`config.mk`:
```
export PLATFORM = sky130hd
export DESIGN_NAME = console_uart_with_fifos
export DESIGN_NICKNAME = d
export VERILOG_FILES = /design/src/design/cuart_pkg.sv /design/src/design/console_uart_with_fifos.sv
export SDC_FILE = /design/constraint.sdc
export NUM_CORES = 1
export LEC_CHECK = 0
export BUFFER_PORTS_ARGS = -buffer_cell sky130_fd_sc_hd__buf_2
export CAP_MARGIN = 20
export CORE_AREA = 10 10 208 210
export CTS_CLUSTER_SIZE = 28
export DETAILED_ROUTE_END_ITERATION = 12
export DIE_AREA = 0 0 218 220
export PLACE_DENSITY_LB_ADDON = 0.05
export SYNTH_ARGS = -nofsm -noshare
export SYNTH_HDL_FRONTEND = slang
export SYNTH_SLANG_ARGS = --single-unit
```
`constraint.sdc`:
```
create_clock -name i_clk -period 2.6 [get_ports i_clk]
set_clock_uncertainty 0.05 [all_clocks]
set_input_delay 0.26 -clock i_clk [delete_from_list [all_inputs] [get_ports i_clk]]
set_output_delay 0.26 -clock i_clk [all_outputs]
set_load 0.1 [all_outputs]
```
`src/design/cuart_pkg.sv`:
```
package cuart_pkg;

    // Default FIFO depth for both directions
    localparam int DEFAULT_QUEUE_DEPTH = 16;

    // Operation carried by one input word
    typedef enum logic [2:0] {
        MODE_CTRL_WR   = 3'd0,
        MODE_TX_WR     = 3'd1,
        MODE_RX_RD     = 3'd2,
        MODE_STAT_POLL = 3'd3,
        MODE_TICK      = 3'd4,
        MODE_HOST_PUSH = 3'd5,
        MODE_HOST_POP  = 3'd6
    } t_mode;

    typedef logic [7:0] t_byte;
    typedef logic [4:0] t_level;

    // Status byte bit positions
    localparam int ST_RX_FULL_BIT  = 0;
    localparam int ST_TX_SPACE_BIT = 1;
    localparam int ST_BUSY_BIT     = 2;
    localparam int ST_TX_IRQ_BIT   = 6;
    localparam int ST_RX_IRQ_BIT   = 7;

    // Control byte bit positions
    localparam int CT_RESET_BIT    = 0;
    localparam int CT_TX_IRQ_BIT   = 6;
    localparam int CT_RX_IRQ_BIT   = 7;

endpackage

```
`src/design/console_uart_with_fifos.sv`:
```
// Console UART between a guest CPU and a host, with a transmit and a receive FIFO.
// Input channel: i_in_valid / o_in_stall carries one word per operation: i_mode
// selects control write, transmit write, receive read, status poll, task tick,
// host push or host pop; i_data_in holds the byte where the operation has one.
// Output channel: o_out_valid / i_out_stall returns exactly one result word per
// input word: status after the operation, the receive holding register as it
// stood before it, the popped host byte with its valid flag, the IRQ line and
// both FIFO levels.
// Each accepted word's result is registered at the edge that accepts it. Throughput
// is one word per cycle while the receiver does not stall; the operation settles
// in a single pass of logic between the accepted word and the result register,
// and each FIFO keeps its head entry in a registered read port for a direct pop.
// While the receiver stalls with a result waiting, the result register holds and
// the input channel stalls too; with no result waiting the input is still taken.
// Reset (synchronous, active low) empties both FIFOs, clears enables, control
// latch and receive holding register, and leaves only the transmit space flag set.
module console_uart_with_fifos #(
    parameter int QUEUE_DEPTH = cuart_pkg::DEFAULT_QUEUE_DEPTH
) (
    input  logic             i_clk,
    input  logic             i_rst_n,
    input  logic             i_in_valid,
    output logic             o_in_stall,
    input  logic [2:0]       i_mode,
    input  cuart_pkg::t_byte i_data_in,
    output logic             o_out_valid,
    input  logic             i_out_stall,
    output cuart_pkg::t_byte o_status,
    output cuart_pkg::t_byte o_read_byte,
    output cuart_pkg::t_byte o_host_byte,
    output logic             o_host_byte_valid,
    output logic             o_irq,
    output cuart_pkg::t_level o_tx_level,
    output cuart_pkg::t_level o_rx_level
);
    import cuart_pkg::*;

    localparam int PW = $clog2(QUEUE_DEPTH);
    localparam int CW = $clog2(QUEUE_DEPTH + 1);
    localparam logic [PW-1:0] LAST_PTR = PW'(QUEUE_DEPTH - 1);
    localparam logic [CW-1:0] FULL_CNT = CW'(QUEUE_DEPTH);

    // FIFO storage
    t_byte r_tx_mem [QUEUE_DEPTH];
    t_byte r_rx_mem [QUEUE_DEPTH];
    t_byte r_tx_rd, r_rx_rd;

    // FIFO pointers and counts
    logic [PW-1:0] r_tx_head, n_tx_head, r_tx_tail, n_tx_tail;
    logic [PW-1:0] r_rx_head, n_rx_head, r_rx_tail, n_rx_tail;
    logic [CW-1:0] r_tx_count, n_tx_count, r_rx_count, n_rx_count;
    logic          tx_we, rx_we;

    // Status, control and holding state
    t_byte r_rx_holding, n_rx_holding;
    logic  r_rx_full, n_rx_full, r_tx_space, n_tx_space, r_busy, n_busy;
    logic  r_tx_irq, n_tx_irq, r_rx_irq, n_rx_irq;
    logic  r_ctl_reset, n_ctl_reset;
    logic  r_en_tx, n_en_tx, r_en_rx, n_en_rx;

    // Result word
    logic  r_out_valid;
    t_byte r_status, r_read_byte, r_host_byte;
    logic  r_host_byte_valid;
    t_level r_tx_level, r_rx_level;

    t_byte n_status, n_host_byte;
    logic  n_host_byte_valid;
    logic  in_accept;
    t_mode mode;
    logic  do_tx_refresh, do_rx_refresh, rx_guest_read;

    assign o_in_stall = r_out_valid & i_out_stall;
    assign in_accept  = i_in_valid & ~o_in_stall;
    assign mode       = t_mode'(i_mode);

    // Operation decode and next state
    always_comb begin
        logic rx_full_v;
        n_tx_head    = r_tx_head;
        n_tx_tail    = r_tx_tail;
        n_tx_count   = r_tx_count;
        n_rx_head    = r_rx_head;
        n_rx_tail    = r_rx_tail;
        n_rx_count   = r_rx_count;
        n_rx_holding = r_rx_holding;
        n_rx_full    = r_rx_full;
        n_tx_space   = r_tx_space;
        n_busy       = r_busy;
        n_tx_irq     = r_tx_irq;
        n_rx_irq     = r_rx_irq;
        n_ctl_reset  = r_ctl_reset;
        n_en_tx      = r_en_tx;
        n_en_rx      = r_en_rx;
        tx_we        = 1'b0;
        rx_we        = 1'b0;
        n_host_byte       = '0;
        n_host_byte_valid = 1'b0;
        do_tx_refresh = 1'b0;
        do_rx_refresh = 1'b0;
        rx_guest_read = 1'b0;
        rx_full_v     = r_rx_full;

        if (in_accept) begin
            unique case (mode)
                MODE_CTRL_WR: begin
                    n_ctl_reset = i_data_in[CT_RESET_BIT];
                    if (i_data_in[CT_RESET_BIT]) begin
                        // busy alone
                        n_rx_full  = 1'b0;
                        n_tx_space = 1'b0;
                        n_busy     = 1'b1;
                        n_tx_irq   = 1'b0;
                        n_rx_irq   = 1'b0;
                    end else begin
                        n_en_tx = i_data_in[CT_TX_IRQ_BIT];
                        n_en_rx = i_data_in[CT_RX_IRQ_BIT];
                    end
                end
                MODE_TX_WR: begin
                    if (!r_busy) begin
                        if (r_tx_count < FULL_CNT) begin
                            tx_we      = 1'b1;
                            n_tx_tail  = (r_tx_tail == LAST_PTR) ? '0 : r_tx_tail + 1'b1;
                            n_tx_count = r_tx_count + 1'b1;
                        end
                        do_tx_refresh = 1'b1;
                    end
                end
                MODE_RX_RD: begin
                    if (!r_busy) begin
                        do_rx_refresh = 1'b1;
                        rx_guest_read = 1'b1;
                    end
                end
                MODE_STAT_POLL: begin
                    if (!r_busy) begin
                        do_tx_refresh = 1'b1;
                        do_rx_refresh = 1'b1;
                    end
                end
                MODE_TICK: begin
                    if (r_ctl_reset) begin
                        n_ctl_reset = 1'b0;
                        n_rx_full   = 1'b0;
                        n_tx_space  = 1'b0;
                        n_busy      = 1'b1;
                        n_tx_irq    = 1'b0;
                        n_rx_irq    = 1'b0;
                    end else if (r_busy) begin
                        // second tick of the reset sequence; holding register kept
                        n_tx_head  = '0;
                        n_tx_tail  = '0;
                        n_tx_count = '0;
                        n_rx_head  = '0;
                        n_rx_tail  = '0;
                        n_rx_count = '0;
                        n_en_tx    = 1'b0;
                        n_en_rx    = 1'b0;
                        n_rx_full  = 1'b0;
                        n_tx_space = 1'b1;
                        n_busy     = 1'b0;
                        n_tx_irq   = 1'b0;
                        n_rx_irq   = 1'b0;
                    end else begin
                        do_tx_refresh = 1'b1;
                        do_rx_refresh = 1'b1;
                    end
                end
                MODE_HOST_PUSH: begin
                    if (r_rx_count < FULL_CNT) begin
                        rx_we      = 1'b1;
                        n_rx_tail  = (r_rx_tail == LAST_PTR) ? '0 : r_rx_tail + 1'b1;
                        n_rx_count = r_rx_count + 1'b1;
                    end
                end
                MODE_HOST_POP: begin
                    if (r_tx_count != '0) begin
                        n_host_byte       = r_tx_rd;
                        n_host_byte_valid = 1'b1;
                        n_tx_head  = (r_tx_head == LAST_PTR) ? '0 : r_tx_head + 1'b1;
                        n_tx_count = r_tx_count - 1'b1;
                    end
                end
                default: begin
                end
            endcase
        end

        // Transmit flags follow the count after a transmit write, status poll or tick
        if (do_tx_refresh) begin
            n_tx_space = (n_tx_count < FULL_CNT);
            n_tx_irq   = (n_tx_count < FULL_CNT) & r_en_tx;
        end

        // Holding register reload from the receive FIFO
        if (do_rx_refresh) begin
            if (rx_guest_read || !r_rx_full) begin
                rx_full_v = (r_rx_count != '0);
                if (rx_full_v) begin
                    n_rx_holding = r_rx_rd;
                    n_rx_head    = (r_rx_head == LAST_PTR) ? '0 : r_rx_head + 1'b1;
                    n_rx_count   = r_rx_count - 1'b1;
                end
            end
            n_rx_full = rx_full_v;
            n_rx_irq  = rx_full_v & r_en_rx;
        end
    end

    // Status byte after the operation
    always_comb begin
        n_status                  = '0;
        n_status[ST_RX_FULL_BIT]  = n_rx_full;
        n_status[ST_TX_SPACE_BIT] = n_tx_space;
        n_status[ST_BUSY_BIT]     = n_busy;
        n_status[ST_TX_IRQ_BIT]   = n_tx_irq;
        n_status[ST_RX_IRQ_BIT]   = n_rx_irq;
    end

    // FIFO memories: one write port, registered head read with write bypass
    always_ff @(posedge i_clk) begin
        if (tx_we) begin
            r_tx_mem[r_tx_tail] <= i_data_in;
        end
        r_tx_rd <= (tx_we && (r_tx_tail == n_tx_head)) ? i_data_in : r_tx_mem[n_tx_head];
        if (rx_we) begin
            r_rx_mem[r_rx_tail] <= i_data_in;
        end
        r_rx_rd <= (rx_we && (r_rx_tail == n_rx_head)) ? i_data_in : r_rx_mem[n_rx_head];
    end

    // Control state
    always_ff @(posedge i_clk) begin
        if (!i_rst_n) begin
            r_tx_head    <= '0;
            r_tx_tail    <= '0;
            r_tx_count   <= '0;
            r_rx_head    <= '0;
            r_rx_tail    <= '0;
            r_rx_count   <= '0;
            r_rx_holding <= '0;
            r_rx_full    <= 1'b0;
            r_tx_space   <= 1'b1;
            r_busy       <= 1'b0;
            r_tx_irq     <= 1'b0;
            r_rx_irq     <= 1'b0;
            r_ctl_reset  <= 1'b0;
            r_en_tx      <= 1'b0;
            r_en_rx      <= 1'b0;
            r_out_valid  <= 1'b0;
        end else begin
            r_tx_head    <= n_tx_head;
            r_tx_tail    <= n_tx_tail;
            r_tx_count   <= n_tx_count;
            r_rx_head    <= n_rx_head;
            r_rx_tail    <= n_rx_tail;
            r_rx_count   <= n_rx_count;
            r_rx_holding <= n_rx_holding;
            r_rx_full    <= n_rx_full;
            r_tx_space   <= n_tx_space;
            r_busy       <= n_busy;
            r_tx_irq     <= n_tx_irq;
            r_rx_irq     <= n_rx_irq;
            r_ctl_reset  <= n_ctl_reset;
            r_en_tx      <= n_en_tx;
            r_en_rx      <= n_en_rx;
            if (in_accept) begin
                r_out_valid <= 1'b1;
            end else if (!i_out_stall) begin
                r_out_valid <= 1'b0;
            end
        end
    end

    // Result register
    always_ff @(posedge i_clk) begin
        if (in_accept) begin
            r_status          <= n_status;
            r_read_byte       <= r_rx_holding;
            r_host_byte       <= n_host_byte;
            r_host_byte_valid <= n_host_byte_valid;
            r_tx_level        <= t_level'(n_tx_count);
            r_rx_level        <= t_level'(n_rx_count);
        end
    end

    assign o_out_valid       = r_out_valid;
    assign o_status          = r_status;
    assign o_read_byte       = r_read_byte;
    assign o_host_byte       = r_host_byte;
    assign o_host_byte_valid = r_host_byte_valid;
    assign o_irq             = r_status[ST_TX_IRQ_BIT] | r_status[ST_RX_IRQ_BIT];
    assign o_tx_level        = r_tx_level;
    assign o_rx_level        = r_rx_level;

endmodule

```
==> run metrics <==
Ports=between 50 and 60; max-slew violations=0; Syn Std Cell Area=roughly 0.014 mm²; PnR Total Power=between 10 and 15 mW; number of setup buffers added after CTS=0; mux share of post-synthesis cell area=0.133; register area=0.00967 mm²; gr ovfl total=0; Filler Cell Count=approximately 3600; Tmin final=approximately 2400 ps; core area=between 0.03 and 0.04 mm²; share of post-route cells with drive strength above 1=0.264; Synth Area in XOR/XNOR=0.00195; Hold Path Class=in2reg; Max Used Layer=met4; Post-CTS Resized=0; CP endpoint kind=flip-flop; Die Span X=218 µm; post-route ant nets=0; CP max stage delay=between 300 and 400 ps; vias=around 7300; sequence of cells on the critical path=inv_1 -> ha_1 -> nor4b_1 -> nand2b_1 -> clkinv_1 -> buf_4 -> nand2_1 -> o22ai_1; CTS Root Cell=clkbuf_16; DRC viols=0; Max Cap Viol=0; post-layout util=0.405; CTS tree=done; CP arrival=~2600 ps; met3 WL=1470 µm; post-synthesis sequential area ratio=0.716; clock latency on the worst-skew pair=about 540 ps; largest family of logic cells by synthesized area=multiplexers; post-route clock period utilization=0.912; post-synthesis adder-cell area fraction=0.0130; synth warn=0; Iteration-0 DRC Markers=between 400 and 500; pwr dens=approximately 730 mW/mm²; Detailed Routing Iterations Pass 1=5; cts bufs inserted=39; worst setup path class=reg2reg; total track usage=0.134; Clock Sinks=roughly 340; port buffer count=49; M1 wire length=between 10000 and 15000 µm; Die Footprint=roughly 0.048 mm²; pre-CTS setup slack=-101 ps; Post-Synth Simple-Gate Area=0.0624; Async S/R FF share, synth=0; first-pass GRT wire length=48500 µm; FP Rows=between 70 and 80; fin nets=923; Setup Viol. Count Final=0; DR vias/cell=5.04; Mapped Cells=a little under 800; setup_tns=0 ps; Fin. Hold Viols=0; Post-synth EDFFs=288; pin count of the biggest net entering global routing=38; RSZ-0062 raised after global routing=no; Yosys reg bits=between 300 and 400; ANT cells=0; metal2 WL=15000 µm; Startpoint Class=flip-flop; Max Freq=about 420 MHz; CP max FO=8; dpl cells=1376; Starting Density=0.344; Compound-Gate Fraction of Synth Area=0.0552; area grow syn2layout=17.9%; CTS clk-pin slew, worst paths=roughly 60 ps; WP buf/inv=3; dominant synthesized flop cell=edfxtp_1; Pleak=roughly 5.2 nW; Routability Congestion=0.763; H-tree lvl count=2; routed wire length=between 30000 and 40000 µm; CTS Hold Buffers Added=2; synth unique cells=71; Worst Tran Pin Value=737 ps; crit-path leading delay family=simple AND/OR/NAND/NOR gates; initial antenna violation count=1; crit path max-delay cell type=dfxtp_1; Die Ht=roughly 220 µm; peak supply drop=roughly 0.38 mV; vias in the first global route=roughly 8000; area occupied by multi-input gates=about 0.0036 mm²; Mean Syn Cell Area=between 15 and 20 µm²; post-DP HPWL=slightly above 20000 µm; slack of the critical path=229 ps; WL/cell=21.9 µm; Max-slew headroom=0.508; WP data required=around 2800 ps; status=complete, no violations; Clock Tree Buf Depth=3; Post-Layout Cell Count=roughly 1400
cells in the final DEF (no fill, tap or decap), types with 4 or more instances in the layout:
cell | synthesis | routed
nand3_1 | 9 | 9
a32o_1 | 4 | 4
or3b_2 | 4 | 4
clkbuf_16 | 0 | 40
clkinv_1 | 1 | 6
a211oi_1 | 5 | 5
mux4_2 | 64 | 64
buf_4 | 3 | 58
nand3b_1 | 6 | 6
a31oi_1 | 5 | 5
ha_1 | 14 | 14
o21ai_0 | 23 | 23
nand2b_1 | 7 | 7
edfxtp_1 | 288 | 288
nand2_1 | 29 | 29
nor3_2 | 1 | 5
a21o_1 | 5 | 5
clkbuf_1 | 26 | 16
a21oi_1 | 18 | 18
dfxtp_1 | 51 | 48
and2_1 | 15 | 15
buf_2 | 4 | 49
a221oi_1 | 9 | 9
nor2_1 | 43 | 43
nor2b_1 | 4 | 4
nor3_1 | 19 | 15
o22ai_1 | 9 | 9
mux2i_1 | 34 | 34
inv_1 | 16 | 16
layer usage:
layer | GRT usage | up-vias
met5 | 0 | -
met4 | 0.0463 | 0
met3 | 0.0263 | 46
met2 | 0.215 | 151
met1 | 0.179 | 3738
li1 | - | 3341
layout make-up:
cell class                      instances  share of cell area
Inverter                               17             0.00401
Clock inverter                         11             0.00558
Tap cell                              525              0.0413
Multi-Input combinational cell        385               0.227
Clock buffer                           56              0.0667
Timing Repair Buffer                  112              0.0478
Sequential cell                       339               0.608
worst register-to-register path, stage by stage, from the launching register on:
cell and delay (ps):
dfxtp_1 330, inv_1 90, ha_1 220, nor4b_1 330
nand2b_1 240, clkinv_1 130, buf_4 180, nand2_1 320
o22ai_1 200
metrics by stage:
| stage | instance area, µm² | hold WS, ps |
|---|---|---|
| 2_1_floorplan | 13500 | 309 |
| 3_3_place_gp | 14700 | 369 |
| 3_5_place_dp | 14700 | 369 |
| 4_1_cts | 15900 | 26.3 |
| 5_1_grt | 15900 | 50.5 |
| 6_report | 15900 | 55.7 |
state kept, by name, indices dropped and copies added (netlist names), 4 cells and up, named ones only:
signal / cells
r_rx_count: 5
o_tx_level: 5
o_rx_level: 5
r_rx_head: 4
r_tx_head: 4
r_rx_holding: 8
o_read_byte: 8
r_tx_tail: 4
o_host_byte: 8
r_rx_mem: 128
r_rx_tail: 4
r_tx_mem: 128
r_tx_count: 5
o_status: 5
power breakdown:
group	switching, mW	internal, mW	total, mW
Combinational	0.462	0.114	0.576
Clock	2.07	2.93	5.00
Sequential	0.0279	5.94	5.97
worst paths after layout:
kind / startpoint / end / slack [ps] / cells past startpoint
max reg2reg: r_tx_count[0]$_SDFF_PN0_ / o_host_byte[1]$_SDFFCE_PN0P_ / 230 / 8
min: i_rst_n / r_rx_count[0]$_SDFF_PN0_ / 60 / 2
min reg2reg: r_rx_holding[7]$_SDFFE_PN0P_ / o_read_byte[7]$_DFFE_PP_ / 380 / 0
max: r_tx_count[0]$_SDFF_PN0_ / o_host_byte[1]$_SDFFCE_PN0P_ / 230 / 8
synth_stat cells (4+ instances only):
library cell  count  area, µm²
a21o_1            5       37.5
a211oi_1          5       37.5
a32o_1            4       40.0
ha_1             14        175
a221oi_1          9       78.8
a31oi_1           5       31.3
nor3_1           19       95.1
nor2_1           43        161
nand2b_1          7       43.8
and2_1           15       93.8
a21oi_1          18       90.1
nand2_1          29        109
buf_2             4       20.0
clkbuf_1         26       97.6
o21ai_0          23        115
or3b_2            4       35.0
nand3b_1          6       45.0
mux4_2           64       1440
edfxtp_1        288       8650
mux2i_1          34        340
nand3_1           9       45.0
dfxtp_1          51       1020
buf_1             9       33.8
inv_1            16       60.1
nor2b_1           4       25.0
o22ai_1           9       56.3
kinds of logic after synthesis:
| kind of cell | count (synthesis) |
|---|---|
| other | 1 |
| AOI/OAI and AO/OA | 107 |
| adders and majority gates | 14 |
| buffers and inverters | 60 |
| muxes | 99 |
| xor gates and xnor gates | 3 |
| and+or+nand+nor | 159 |
| DFF | 339 |
(Power assumes the default switching activity.)
